===== config.mk =====
export PLATFORM = sky130hd
export DESIGN_NAME = imu_packet_deframer_core
export DESIGN_NICKNAME = d
export VERILOG_FILES = /design/src/rtl/imupd_pkg.sv /design/src/rtl/imu_packet_deframer_core.sv
export SDC_FILE = /design/constraint.sdc
export NUM_CORES = 1
export LEC_CHECK = 0
export BUFFER_PORTS_ARGS = -buffer_cell sky130_fd_sc_hd__buf_2
export CAP_MARGIN = 5
export CORE_AREA = 3 3 195 340
export DETAILED_ROUTE_END_ITERATION = 10
export DIE_AREA = 0 0 198 343
export HOLD_SLACK_MARGIN = 0.12
export PLACE_DENSITY = 0.77
export SETUP_SLACK_MARGIN = 0.05
export SLEW_MARGIN = 20
export SYNTH_ARGS = -nofsm -noshare
export SYNTH_HDL_FRONTEND = slang
export SYNTH_SLANG_ARGS = --single-unit

===== constraint.sdc =====
create_clock -name clk -period 6.44 [get_ports clk]
set_input_delay 1.288 -clock clk [delete_from_list [all_inputs] [get_ports clk]]
set_output_delay 1.288 -clock clk [all_outputs]
set_load 0.05 [all_outputs]

===== src/rtl/imupd_pkg.sv =====
// imupd_pkg: shared codes, control word layout and microprogram rom for the imu packet deframer
// no dependencies; used by imu_packet_deframer_core
`default_nettype none

package imupd_pkg;

	// framing bytes
	localparam logic [7:0] HDR_BYTE = 8'h55;
	localparam logic [7:0] CH_S     = 8'h53;
	localparam logic [7:0] CH_SL    = 8'h73;
	localparam logic [7:0] CH_N     = 8'h4E;
	localparam logic [7:0] CH_NL    = 8'h6E;
	localparam logic [7:0] CH_G     = 8'h47;

	// packet geometry
	localparam int unsigned STORE_DEPTH = 86;
	localparam int unsigned ADDR_W      = 7;
	localparam logic [6:0]  SHORT_LAST  = 7'd50;
	localparam logic [6:0]  LONG_LAST   = 7'd85;
	localparam logic [6:0]  GPS_MARK_POS = 7'd33;

	// result codes
	localparam logic [4:0] END_ID        = 5'd27;
	localparam logic [2:0] STAT_IMU_OK   = 3'd0;
	localparam logic [2:0] STAT_GPS_OK   = 3'd1;
	localparam logic [2:0] STAT_NO_GPS   = 3'd2;
	localparam logic [2:0] STAT_CKS_ERR  = 3'd3;
	localparam logic [2:0] STAT_BAD_TYPE = 3'd4;

	// microprogram
	localparam int unsigned PC_W     = 6;
	localparam logic [5:0]  END_STEP = 6'd39;

	localparam logic [1:0] OP_FIELD = 2'd0;
	localparam logic [1:0] OP_JUMP  = 2'd1;
	localparam logic [1:0] OP_END   = 2'd2;

	localparam logic [1:0] COND_NOT_S  = 2'd0;
	localparam logic [1:0] COND_NOT_N  = 2'd1;
	localparam logic [1:0] COND_NO_GPS = 2'd2;

	localparam logic [2:0] FMT_BE16S = 3'd0;
	localparam logic [2:0] FMT_BE16U = 3'd1;
	localparam logic [2:0] FMT_U8    = 3'd2;
	localparam logic [2:0] FMT_LE32S = 3'd3;
	localparam logic [2:0] FMT_LE32U = 3'd4;

	typedef struct packed {
		logic [1:0] op;
		logic [1:0] cond;
		logic [2:0] fmt;
		logic [6:0] addr;
		logic [4:0] fid;
		logic [5:0] target;
	} ctl_word_t;

	// last byte counter value of a field read
	function automatic logic [1:0] last_cnt(input logic [2:0] fmt);
		logic [1:0] n;
		begin
			case (fmt)
				FMT_U8:    n = 2'd0;
				FMT_BE16S: n = 2'd1;
				FMT_BE16U: n = 2'd1;
				default:   n = 2'd3;
			endcase
			return n;
		end
	endfunction

	// program: sensors, servo block for 'S', servo block for 'N', gps block, end
	function automatic ctl_word_t rom_word(input logic [5:0] pc);
		ctl_word_t w;
		logic [5:0] k;
		begin
			w = '{op: OP_END, cond: COND_NOT_S, fmt: FMT_U8, addr: 7'd0,
				fid: END_ID, target: 6'd0};
			k = 6'd0;
			if (pc < 6'd9) begin
				w.op   = OP_FIELD;
				w.fmt  = FMT_BE16S;
				w.fid  = pc[4:0];
				w.addr = 7'd3 + {pc, 1'b0};
			end else if (pc == 6'd9) begin
				w.op   = OP_FIELD;
				w.fmt  = FMT_BE16S;
				w.fid  = 5'd9;
				w.addr = 7'd27;
			end else if (pc == 6'd10) begin
				w.op   = OP_FIELD;
				w.fmt  = FMT_BE16S;
				w.fid  = 5'd10;
				w.addr = 7'd29;
			end else if (pc == 6'd11) begin
				w.op     = OP_JUMP;
				w.cond   = COND_NOT_S;
				w.target = 6'd21;
			end else if (pc == 6'd12) begin
				w.op   = OP_FIELD;
				w.fmt  = FMT_U8;
				w.fid  = 5'd11;
				w.addr = 7'd32;
			end else if (pc < 6'd21) begin
				k      = pc - 6'd13;
				w.op   = OP_FIELD;
				w.fmt  = FMT_BE16U;
				w.fid  = 5'd12 + k[4:0];
				w.addr = 7'd33 + {k, 1'b0};
			end else if (pc == 6'd21) begin
				w.op     = OP_JUMP;
				w.cond   = COND_NOT_N;
				w.target = 6'd31;
			end else if (pc == 6'd22) begin
				w.op   = OP_FIELD;
				w.fmt  = FMT_U8;
				w.fid  = 5'd11;
				w.addr = 7'd67;
			end else if (pc < 6'd31) begin
				k      = pc - 6'd23;
				w.op   = OP_FIELD;
				w.fmt  = FMT_BE16U;
				w.fid  = 5'd12 + k[4:0];
				w.addr = 7'd68 + {k, 1'b0};
			end else if (pc == 6'd31) begin
				w.op     = OP_JUMP;
				w.cond   = COND_NO_GPS;
				w.target = END_STEP;
			end else if (pc < 6'd38) begin
				k      = pc - 6'd32;
				w.op   = OP_FIELD;
				w.fmt  = FMT_LE32S;
				w.fid  = 5'd20 + k[4:0];
				w.addr = 7'd34 + {k[4:0], 2'b00};
			end else if (pc == 6'd38) begin
				w.op   = OP_FIELD;
				w.fmt  = FMT_LE32U;
				w.fid  = 5'd26;
				w.addr = 7'd58;
			end
			return w;
		end
	endfunction

endpackage

`default_nettype wire


===== src/rtl/imu_packet_deframer_core.sv =====
// imu_packet_deframer_core: byte-stream deframer for imu/gps packets, microcoded field emitter
// depends on imupd_pkg (codes, control word type, microprogram rom)
`default_nettype none

// usage
//   slave stream: one received serial byte per transfer (s_axis_tdata[7:0])
//   master stream: one field per transfer; tuser holds the field id, tdata the raw
//   value and status, tlast marks the status item that closes each run
//   while hunting and collecting, the block takes one byte per cycle
//   the byte that completes a packet (or an unknown type byte) starts the
//   microprogram; s_axis_tready stays low until the run has been handed to the
//   output register
//   field of n bytes: decode, n store reads, read wait and emit steps;
//   conditional jump and end item: decode step only; the run of a full long
//   upper-case packet with gps is paced by the single store read port
//   the first field reaches the output through decode, reads, wait and emit after
//   the completing byte, an end item alone (bad checksum or unknown type) straight from decode
//   a stalled receiver holds the output register and freezes the sequencer in
//   its emit or decode step; a loaded end item may wait while new bytes are taken
//   reset (arst_n low) returns to the header hunt with the sum cleared and
//   the output empty; the packet store needs no clearing
module imu_packet_deframer_core (
	input  wire logic        clk,
	input  wire logic        arst_n,
	input  wire logic        s_axis_tvalid,
	output logic             s_axis_tready,
	input  wire logic [7:0]  s_axis_tdata,   // [7:0] rx_byte
	output logic             m_axis_tvalid,
	input  wire logic        m_axis_tready,
	output logic [39:0]      m_axis_tdata,   // [32:0] value, [35:33] status, [39:36] zero
	output logic [4:0]       m_axis_tuser,   // [4:0] field_id
	output logic             m_axis_tlast    // last
);

	// sequencer states
	localparam logic [2:0] ST_HUNT = 3'd0;   // header hunt and packet collection
	localparam logic [2:0] ST_EXEC = 3'd1;   // decode control word
	localparam logic [2:0] ST_READ = 3'd2;   // issue store reads
	localparam logic [2:0] ST_WAIT = 3'd3;   // last read data returns
	localparam logic [2:0] ST_EMIT = 3'd4;   // hand field to output register

	logic [2:0]  state_q;
	logic [1:0]  hdr_cnt_q;
	logic [6:0]  byte_idx_q;
	logic [15:0] sum_q;
	logic [7:0]  type_q;
	logic [7:0]  cks_hi_q;
	logic        mark_q;
	logic        gps_q;
	logic [2:0]  stat_q;
	logic [imupd_pkg::PC_W-1:0] pc_q;
	logic [1:0]  cnt_q;
	logic        rd_vld_q;
	logic [7:0]  rd_data_q;
	logic [31:0] acc_q;

	// packet store, read data registered
	logic [7:0]  mem [imupd_pkg::STORE_DEPTH];

	// output register
	logic        out_valid_q;
	logic [4:0]  out_fid_q;
	logic [32:0] out_val_q;
	logic [2:0]  out_stat_q;
	logic        out_last_q;

	imupd_pkg::ctl_word_t word;
	logic        in_xfer;
	logic        slot_free;
	logic        is_long;
	logic        known_type;
	logic [6:0]  len_m1;
	logic [6:0]  len_m2;
	logic [6:0]  rd_addr;
	logic        jump_take;
	logic        load_field;
	logic        load_end;
	logic [32:0] field_val;
	logic [7:0]  rx_byte;

	assign rx_byte       = s_axis_tdata;
	assign s_axis_tready = (state_q == ST_HUNT);
	assign in_xfer       = s_axis_tvalid & s_axis_tready;
	assign slot_free     = ~out_valid_q | m_axis_tready;

	// control word of the current step
	assign word    = imupd_pkg::rom_word(pc_q);
	assign rd_addr = word.addr + {5'd0, cnt_q};

	assign is_long    = (type_q == imupd_pkg::CH_N) || (type_q == imupd_pkg::CH_NL);
	assign len_m1     = is_long ? imupd_pkg::LONG_LAST : imupd_pkg::SHORT_LAST;
	assign len_m2     = len_m1 - 7'd1;
	assign known_type = (rx_byte == imupd_pkg::CH_S) || (rx_byte == imupd_pkg::CH_SL) ||
		(rx_byte == imupd_pkg::CH_N) || (rx_byte == imupd_pkg::CH_NL);

	// jump conditions
	always_comb begin
		case (word.cond)
			imupd_pkg::COND_NOT_S:  jump_take = (type_q != imupd_pkg::CH_S);
			imupd_pkg::COND_NOT_N:  jump_take = (type_q != imupd_pkg::CH_N);
			imupd_pkg::COND_NO_GPS: jump_take = ~gps_q;
			default:                jump_take = 1'b1;
		endcase
	end

	// raw value formatting from the byte accumulator
	always_comb begin
		case (word.fmt)
			imupd_pkg::FMT_BE16S: field_val = {{17{acc_q[15]}}, acc_q[15:0]};
			imupd_pkg::FMT_BE16U: field_val = {17'd0, acc_q[15:0]};
			imupd_pkg::FMT_U8:    field_val = {25'd0, acc_q[7:0]};
			imupd_pkg::FMT_LE32S: field_val = {acc_q[31], acc_q};
			default:              field_val = {1'b0, acc_q};
		endcase
	end

	assign load_field = (state_q == ST_EMIT) & slot_free;
	assign load_end   = (state_q == ST_EXEC) & (word.op == imupd_pkg::OP_END) & slot_free;

	// collection and sequencer control
	always_ff @(posedge clk or negedge arst_n) begin
		if (!arst_n) begin
			state_q    <= ST_HUNT;
			hdr_cnt_q  <= 2'd0;
			byte_idx_q <= 7'd0;
			sum_q      <= 16'd0;
			type_q     <= 8'd0;
			cks_hi_q   <= 8'd0;
			mark_q     <= 1'b0;
			gps_q      <= 1'b0;
			stat_q     <= imupd_pkg::STAT_IMU_OK;
			pc_q       <= '0;
			cnt_q      <= 2'd0;
			rd_vld_q   <= 1'b0;
		end else begin
			rd_vld_q <= (state_q == ST_READ);
			case (state_q)
				ST_HUNT: begin
					if (in_xfer) begin
						if (byte_idx_q == 7'd0) begin
							if (hdr_cnt_q != 2'd2) begin
								// header hunt: any other byte starts over
								hdr_cnt_q <= (rx_byte == imupd_pkg::HDR_BYTE) ?
									hdr_cnt_q + 2'd1 : 2'd0;
							end else begin
								// type byte, even a third 0x55
								type_q    <= rx_byte;
								hdr_cnt_q <= 2'd0;
								if (known_type) begin
									sum_q      <= {8'd0, rx_byte};
									byte_idx_q <= 7'd3;
								end else begin
									stat_q  <= imupd_pkg::STAT_BAD_TYPE;
									pc_q    <= imupd_pkg::END_STEP;
									state_q <= ST_EXEC;
								end
							end
						end else begin
							if (byte_idx_q < len_m2)
								sum_q <= sum_q + {8'd0, rx_byte};
							if (byte_idx_q == len_m2)
								cks_hi_q <= rx_byte;
							if (byte_idx_q == imupd_pkg::GPS_MARK_POS)
								mark_q <= (rx_byte == imupd_pkg::CH_G);
							if (byte_idx_q == len_m1) begin
								// packet complete: check sum and pick the entry step
								byte_idx_q <= 7'd0;
								sum_q      <= 16'd0;
								state_q    <= ST_EXEC;
								gps_q      <= is_long & mark_q;
								if ({cks_hi_q, rx_byte} != sum_q) begin
									stat_q <= imupd_pkg::STAT_CKS_ERR;
									pc_q   <= imupd_pkg::END_STEP;
								end else begin
									pc_q <= '0;
									if (!is_long)
										stat_q <= imupd_pkg::STAT_IMU_OK;
									else if (mark_q)
										stat_q <= imupd_pkg::STAT_GPS_OK;
									else
										stat_q <= imupd_pkg::STAT_NO_GPS;
								end
							end else begin
								byte_idx_q <= byte_idx_q + 7'd1;
							end
						end
					end
				end
				ST_EXEC: begin
					case (word.op)
						imupd_pkg::OP_FIELD: begin
							cnt_q   <= 2'd0;
							state_q <= ST_READ;
						end
						imupd_pkg::OP_JUMP: begin
							pc_q <= jump_take ? word.target : pc_q + 6'd1;
						end
						imupd_pkg::OP_END: begin
							if (slot_free)
								state_q <= ST_HUNT;
						end
						default: begin
							state_q <= ST_HUNT;
						end
					endcase
				end
				ST_READ: begin
					if (cnt_q == imupd_pkg::last_cnt(word.fmt))
						state_q <= ST_WAIT;
					else
						cnt_q <= cnt_q + 2'd1;
				end
				ST_WAIT: begin
					state_q <= ST_EMIT;
				end
				ST_EMIT: begin
					if (slot_free) begin
						pc_q    <= pc_q + 6'd1;
						state_q <= ST_EXEC;
					end
				end
				default: begin
					state_q <= ST_HUNT;
				end
			endcase
		end
	end

	// packet store: write on collected bytes, one registered read port
	always_ff @(posedge clk) begin
		if (in_xfer && (byte_idx_q != 7'd0))
			mem[byte_idx_q] <= rx_byte;
		rd_data_q <= mem[rd_addr];
	end

	// byte accumulator: little-endian fields shift in from the top
	always_ff @(posedge clk) begin
		if (rd_vld_q) begin
			if ((word.fmt == imupd_pkg::FMT_LE32S) || (word.fmt == imupd_pkg::FMT_LE32U))
				acc_q <= {rd_data_q, acc_q[31:8]};
			else
				acc_q <= {acc_q[23:0], rd_data_q};
		end
	end

	// output register valid
	always_ff @(posedge clk or negedge arst_n) begin
		if (!arst_n) begin
			out_valid_q <= 1'b0;
		end else if (load_field || load_end) begin
			out_valid_q <= 1'b1;
		end else if (m_axis_tready) begin
			out_valid_q <= 1'b0;
		end
	end

	// output register payload
	always_ff @(posedge clk) begin
		if (load_field) begin
			out_fid_q  <= word.fid;
			out_val_q  <= field_val;
			out_stat_q <= stat_q;
			out_last_q <= 1'b0;
		end else if (load_end) begin
			out_fid_q  <= imupd_pkg::END_ID;
			out_val_q  <= 33'd0;
			out_stat_q <= stat_q;
			out_last_q <= 1'b1;
		end
	end

	assign m_axis_tvalid = out_valid_q;
	assign m_axis_tdata  = {4'd0, out_stat_q, out_val_q};
	assign m_axis_tuser  = out_fid_q;
	assign m_axis_tlast  = out_last_q;

`ifndef SYNTHESIS
	// program counter stays inside the microprogram
	a_pc_range: assert property (@(posedge clk) disable iff (!arst_n)
		pc_q <= imupd_pkg::END_STEP)
		else $error("pc beyond end step");

	// store index is idle or within a packet body
	a_idx_range: assert property (@(posedge clk) disable iff (!arst_n)
		(byte_idx_q == 7'd0) || ((byte_idx_q >= 7'd3) && (byte_idx_q <= imupd_pkg::LONG_LAST)))
		else $error("byte index out of range");

	// collection state is cleared whenever the sequencer runs
	a_hunt_clear: assert property (@(posedge clk) disable iff (!arst_n)
		(state_q != ST_HUNT) |-> ((byte_idx_q == 7'd0) && (hdr_cnt_q == 2'd0) && (sum_q == 16'd0)))
		else $error("collection state not cleared during emission");

	// end item carries the end id and a zero value
	a_end_item: assert property (@(posedge clk) disable iff (!arst_n)
		(m_axis_tvalid && m_axis_tlast) |->
			((m_axis_tuser == imupd_pkg::END_ID) && (m_axis_tdata[32:0] == 33'd0)))
		else $error("malformed end item");
`endif

endmodule

`default_nettype wire

==> flow_summary.ini <==
[setup_path]
crit_fanout = 39
worst-r2r-cell-count = 19
setup.worst_path.start_class = flop
timing.critical_path.arrival_ps = 6070
worst_ep_required_time_ps = 6870
reg2reg_from = pc_q[2]$_DFFE_PN0P_
timing.reg2reg.setup_slack_ps = 800
reg2reg_capture_point = rd_data_q[5]$_DFF_P_
critPathKind = reg -> reg
endpoint_kind = flop

[synthesis]
syn-mean-instance-area_sq_um = 17.0
synth.top_cell.area_share_pct = 65.5
synth_sequential_area_ratio_pct = 70.3
ys_dominant_reg_cell = sky130_fd_sc_hd__edfxtp_1
mappedNetlistArea_sq_um = 34900
async_flop_share_pct = 7.12
synth_edf_count = 761
yosysWarningCount = 0
synthDominantAreaCellType = sky130_fd_sc_hd__edfxtp_1
syn-instance-count = 2048
postSynthRegisterBits = 829
post_synth_main_area_contributors = sky130_fd_sc_hd__edfxtp_1 (66%), sky130_fd_sc_hd__mux4_2 (11%), sky130_fd_sc_hd__dfrtp_1 (4.2%)
synth_cell_type_count = 87

[sta]
timing.final.setup_violations = 0
slew_headroom_pct = 19.3
grt_setup_unrepaired = no
achievable-frequency_mhz = 177
report.final.slew_viol_count = 0
final-hold-violation-count = 0
timing.clock.skew_ps = 19.2
timing.setup.tns_ps = 0
worst_slew_pin_slew_ps = 1200
hold_slack_ps = 485
finalCriticalPeriod_ps = 5640
finalCritPeriodShare_pct = 87.5

[clock_network]
cts_hold_repair.buffers = 0
clock_tree.buffer_depth = 3
cts.repair.resized = 0
worstSkewPairLatency_ps = 610
post_cts.repair.setup_buffers = 0
cts_tree = built
numCtsBuffers = 70
path_clk_slew_ps = 70
cts.sinks = 829
cts.htree.levels = 3
clock-root-buffer = sky130_fd_sc_hd__clkbuf_16

[pwr]
power.ir.vdd_worst_mv = 0.167
powerDensity_nw_per_um2 = 291
p_leak_nw = 12.7

[routing]
remaining_drc_errors = 0
drt_iter0_drc = 1855
number_of_vias_in_the_routed_layout = 19200
drt-vias-per-instance = 6.39
routed_wl_mm = 84.2
routed_length_per_instance_um = 28.0
drt.antenna.violating_nets = 0
detail_route.first_pass.iterations = 8

[global_routing]
grt_first_pass_wirelength_mm = 126
initial_antenna_violation_count = 3
grt_use_total_pct = 25.1
globalRouteOverflowTotal = 0
first_global_vias = 20100
grt_max_degree = 90

[hold_path]
hold-path-endpoint = out_stat_q[2]$_DFFE_PP_
start_point_of_the_worst_min_delay_path = stat_q[2]$_DFFE_PN0P_
worst_min_delay_path_category = reg -> reg
hold_depth = 0

[die]
fp-row-count = 123
die-area_sq_um = 67900
die_h_um = 343
core_sq_um = 64000
die_w_um = 198
start_util_pct = 54.5
io_pins = 60

[run_status]
run_status = completed

[run]
drv_cap = 0

[placed_design]
place.gp.congestion = 0.925
dpl.hpwl_mm = 55.3
portBuffers = 55

[layout]
final_layout_size_suffix_gt1_share_pct = 20.5
final_nets = 2184
syn_to_final_growth_pct = 10.8
-- synth_stat cells, types with 5 or more instances --
master and count:
sky130_fd_sc_hd__clkbuf_1 62, sky130_fd_sc_hd__dfrtp_1 59, sky130_fd_sc_hd__a22oi_1 30, sky130_fd_sc_hd__buf_4 8, sky130_fd_sc_hd__mux4_2 177, sky130_fd_sc_hd__dfxtp_1 9, sky130_fd_sc_hd__inv_1 25, sky130_fd_sc_hd__nor2_1 165
sky130_fd_sc_hd__mux2i_1 74, sky130_fd_sc_hd__mux2_2 17, sky130_fd_sc_hd__o21ai_0 51, sky130_fd_sc_hd__o211ai_1 5, sky130_fd_sc_hd__a21oi_1 63, sky130_fd_sc_hd__xor2_1 22, sky130_fd_sc_hd__edfxtp_1 761, sky130_fd_sc_hd__buf_6 5
sky130_fd_sc_hd__nand4_1 8, sky130_fd_sc_hd__and3_1 7, sky130_fd_sc_hd__a21o_1 5, sky130_fd_sc_hd__nor3_1 13, sky130_fd_sc_hd__o22a_1 6, sky130_fd_sc_hd__o31ai_1 5, sky130_fd_sc_hd__o21a_1 5, sky130_fd_sc_hd__nand3_1 26
sky130_fd_sc_hd__o21bai_1 8, sky130_fd_sc_hd__xnor2_1 18, sky130_fd_sc_hd__a211oi_1 25, sky130_fd_sc_hd__nor2b_1 14, sky130_fd_sc_hd__ha_1 33, sky130_fd_sc_hd__nand2_1 177, sky130_fd_sc_hd__and2_1 35, sky130_fd_sc_hd__nand2b_1 10
sky130_fd_sc_hd__a31oi_1 12, sky130_fd_sc_hd__buf_2 20
-- per-layer routing --
layer / vias up / routed length [um] / track usage (%)
met4: 0 / 6510 / 16.2
li1: 8220 / - / -
met3: 290 / 5090 / 3.26
met5: - / 0 / 0
met2: 904 / 44800 / 44.9
met1: 9772 / 27800 / 28.0
-- per-stage QoR --
stage | util [%] | setup WS (ps) | power, mW | instance area [sq um] | cells
6_report | 60.3 | 803 | 11.2 | 38600 | 3003
5_1_grt | 60.3 | 436 | 11.5 | 38600 | 3003
4_1_cts | 60.3 | 927 | 11.3 | 38600 | 3002
3_5_place_dp | 56.7 | 965 | 6.98 | 36300 | 2877
3_3_place_gp | 56.7 | 859 | 6.94 | 36300 | 2877
2_1_floorplan | - | 946 | 6.67 | 34900 | 2051
-- sequential cells by signal, indices dropped and copies added (netlist names), 5 cells and up --
name / count
sum_q: 16
pc_q: 6
rd_data_q: 8
byte_idx_q: 7
m_axis_tuser: 5
cks_hi_q: 8
mem: 688
out_val_q: 33
type_q: 8
acc_q: 32
-- cell type report --
type                            instances  area [sq um]
Fill cell                            4485         25400
Multi-Input combinational cell       1096          9860
Tap cell                              812          1020
Clock buffer                           89          1950
Timing Repair Buffer                  114           808
Clock inverter                         36           394
Inverter                               26          97.6
Sequential cell                       829         24500
Antenna cell                            1          2.50
-- report_power, final --
group / internal [mW] / switching [mW] / total, mW
clock: 2.44 / 1.90 / 4.34
combinational: 0.223 / 0.548 / 0.771
sequential: 6.02 / 0.101 / 6.12
-- worst max-delay path: stages (launching register included) --
cell	delay, ps
sky130_fd_sc_hd__dfrtp_1	550
sky130_fd_sc_hd__ha_1	480
sky130_fd_sc_hd__and3b_1	280
sky130_fd_sc_hd__or2_1	330
sky130_fd_sc_hd__o21ai_0	180
sky130_fd_sc_hd__and2_1	190
sky130_fd_sc_hd__o21ai_0	170
sky130_fd_sc_hd__a22oi_1	150
sky130_fd_sc_hd__fa_4	530
sky130_fd_sc_hd__o21ai_0	100
sky130_fd_sc_hd__a21oi_1	60
sky130_fd_sc_hd__a32oi_1	220
sky130_fd_sc_hd__buf_4	190
sky130_fd_sc_hd__a21oi_4	50
sky130_fd_sc_hd__xnor2_4	210
sky130_fd_sc_hd__buf_12	240
sky130_fd_sc_hd__nor2_1	600
sky130_fd_sc_hd__a22oi_1	370
sky130_fd_sc_hd__a21oi_1	460
sky130_fd_sc_hd__a211oi_1	80
-- logic make-up (layout without fill, tap and decap cells) --
kind of cell	count (synthesis)	in the layout	synth area share (%)
flip-flops	829	829	70.3
AND/OR/NAND/NOR	487	487	6.31
multiplexers	268	268	14.1
AO/OA/AOI/OAI	258	258	5.06
buffers and inverters	126	265	1.67
XOR/XNOR	44	44	1.27
adder cells (fa/ha/maj)	35	35	1.30
other	1	5	0.0108
-- layout by cell type (no fill, tap or decap), types with 25 or more instances in the layout --
cell,count
sky130_fd_sc_hd__a211oi_1,25
sky130_fd_sc_hd__a21oi_1,63
sky130_fd_sc_hd__a22oi_1,30
sky130_fd_sc_hd__and2_1,35
sky130_fd_sc_hd__buf_2,54
sky130_fd_sc_hd__buf_4,53
sky130_fd_sc_hd__clkbuf_16,74
sky130_fd_sc_hd__dfrtp_1,59
sky130_fd_sc_hd__edfxtp_1,761
sky130_fd_sc_hd__ha_1,32
sky130_fd_sc_hd__inv_1,25
sky130_fd_sc_hd__mux2i_1,74
sky130_fd_sc_hd__mux4_2,177
sky130_fd_sc_hd__nand2_1,176
sky130_fd_sc_hd__nand3_1,26
sky130_fd_sc_hd__nor2_1,165
sky130_fd_sc_hd__o21ai_0,50
-- worst max path at each step --
stage                              startpoint                            end  slack [ps]
after floorplan           pc_q[0]$_DFFE_PN0P_  m_axis_tuser[0]$_SDFFCE_PN1P_         950
after global placement    pc_q[2]$_DFFE_PN0P_           rd_data_q[5]$_DFF_P_         860
after detailed placement  pc_q[2]$_DFFE_PN0P_           rd_data_q[5]$_DFF_P_         970
after CTS                 pc_q[2]$_DFFE_PN0P_           rd_data_q[5]$_DFF_P_         930
after global routing      pc_q[2]$_DFFE_PN0P_           rd_data_q[5]$_DFF_P_         440
final                     pc_q[2]$_DFFE_PN0P_           rd_data_q[5]$_DFF_P_         800
Note: power is estimated with default switching activity, not from simulation.
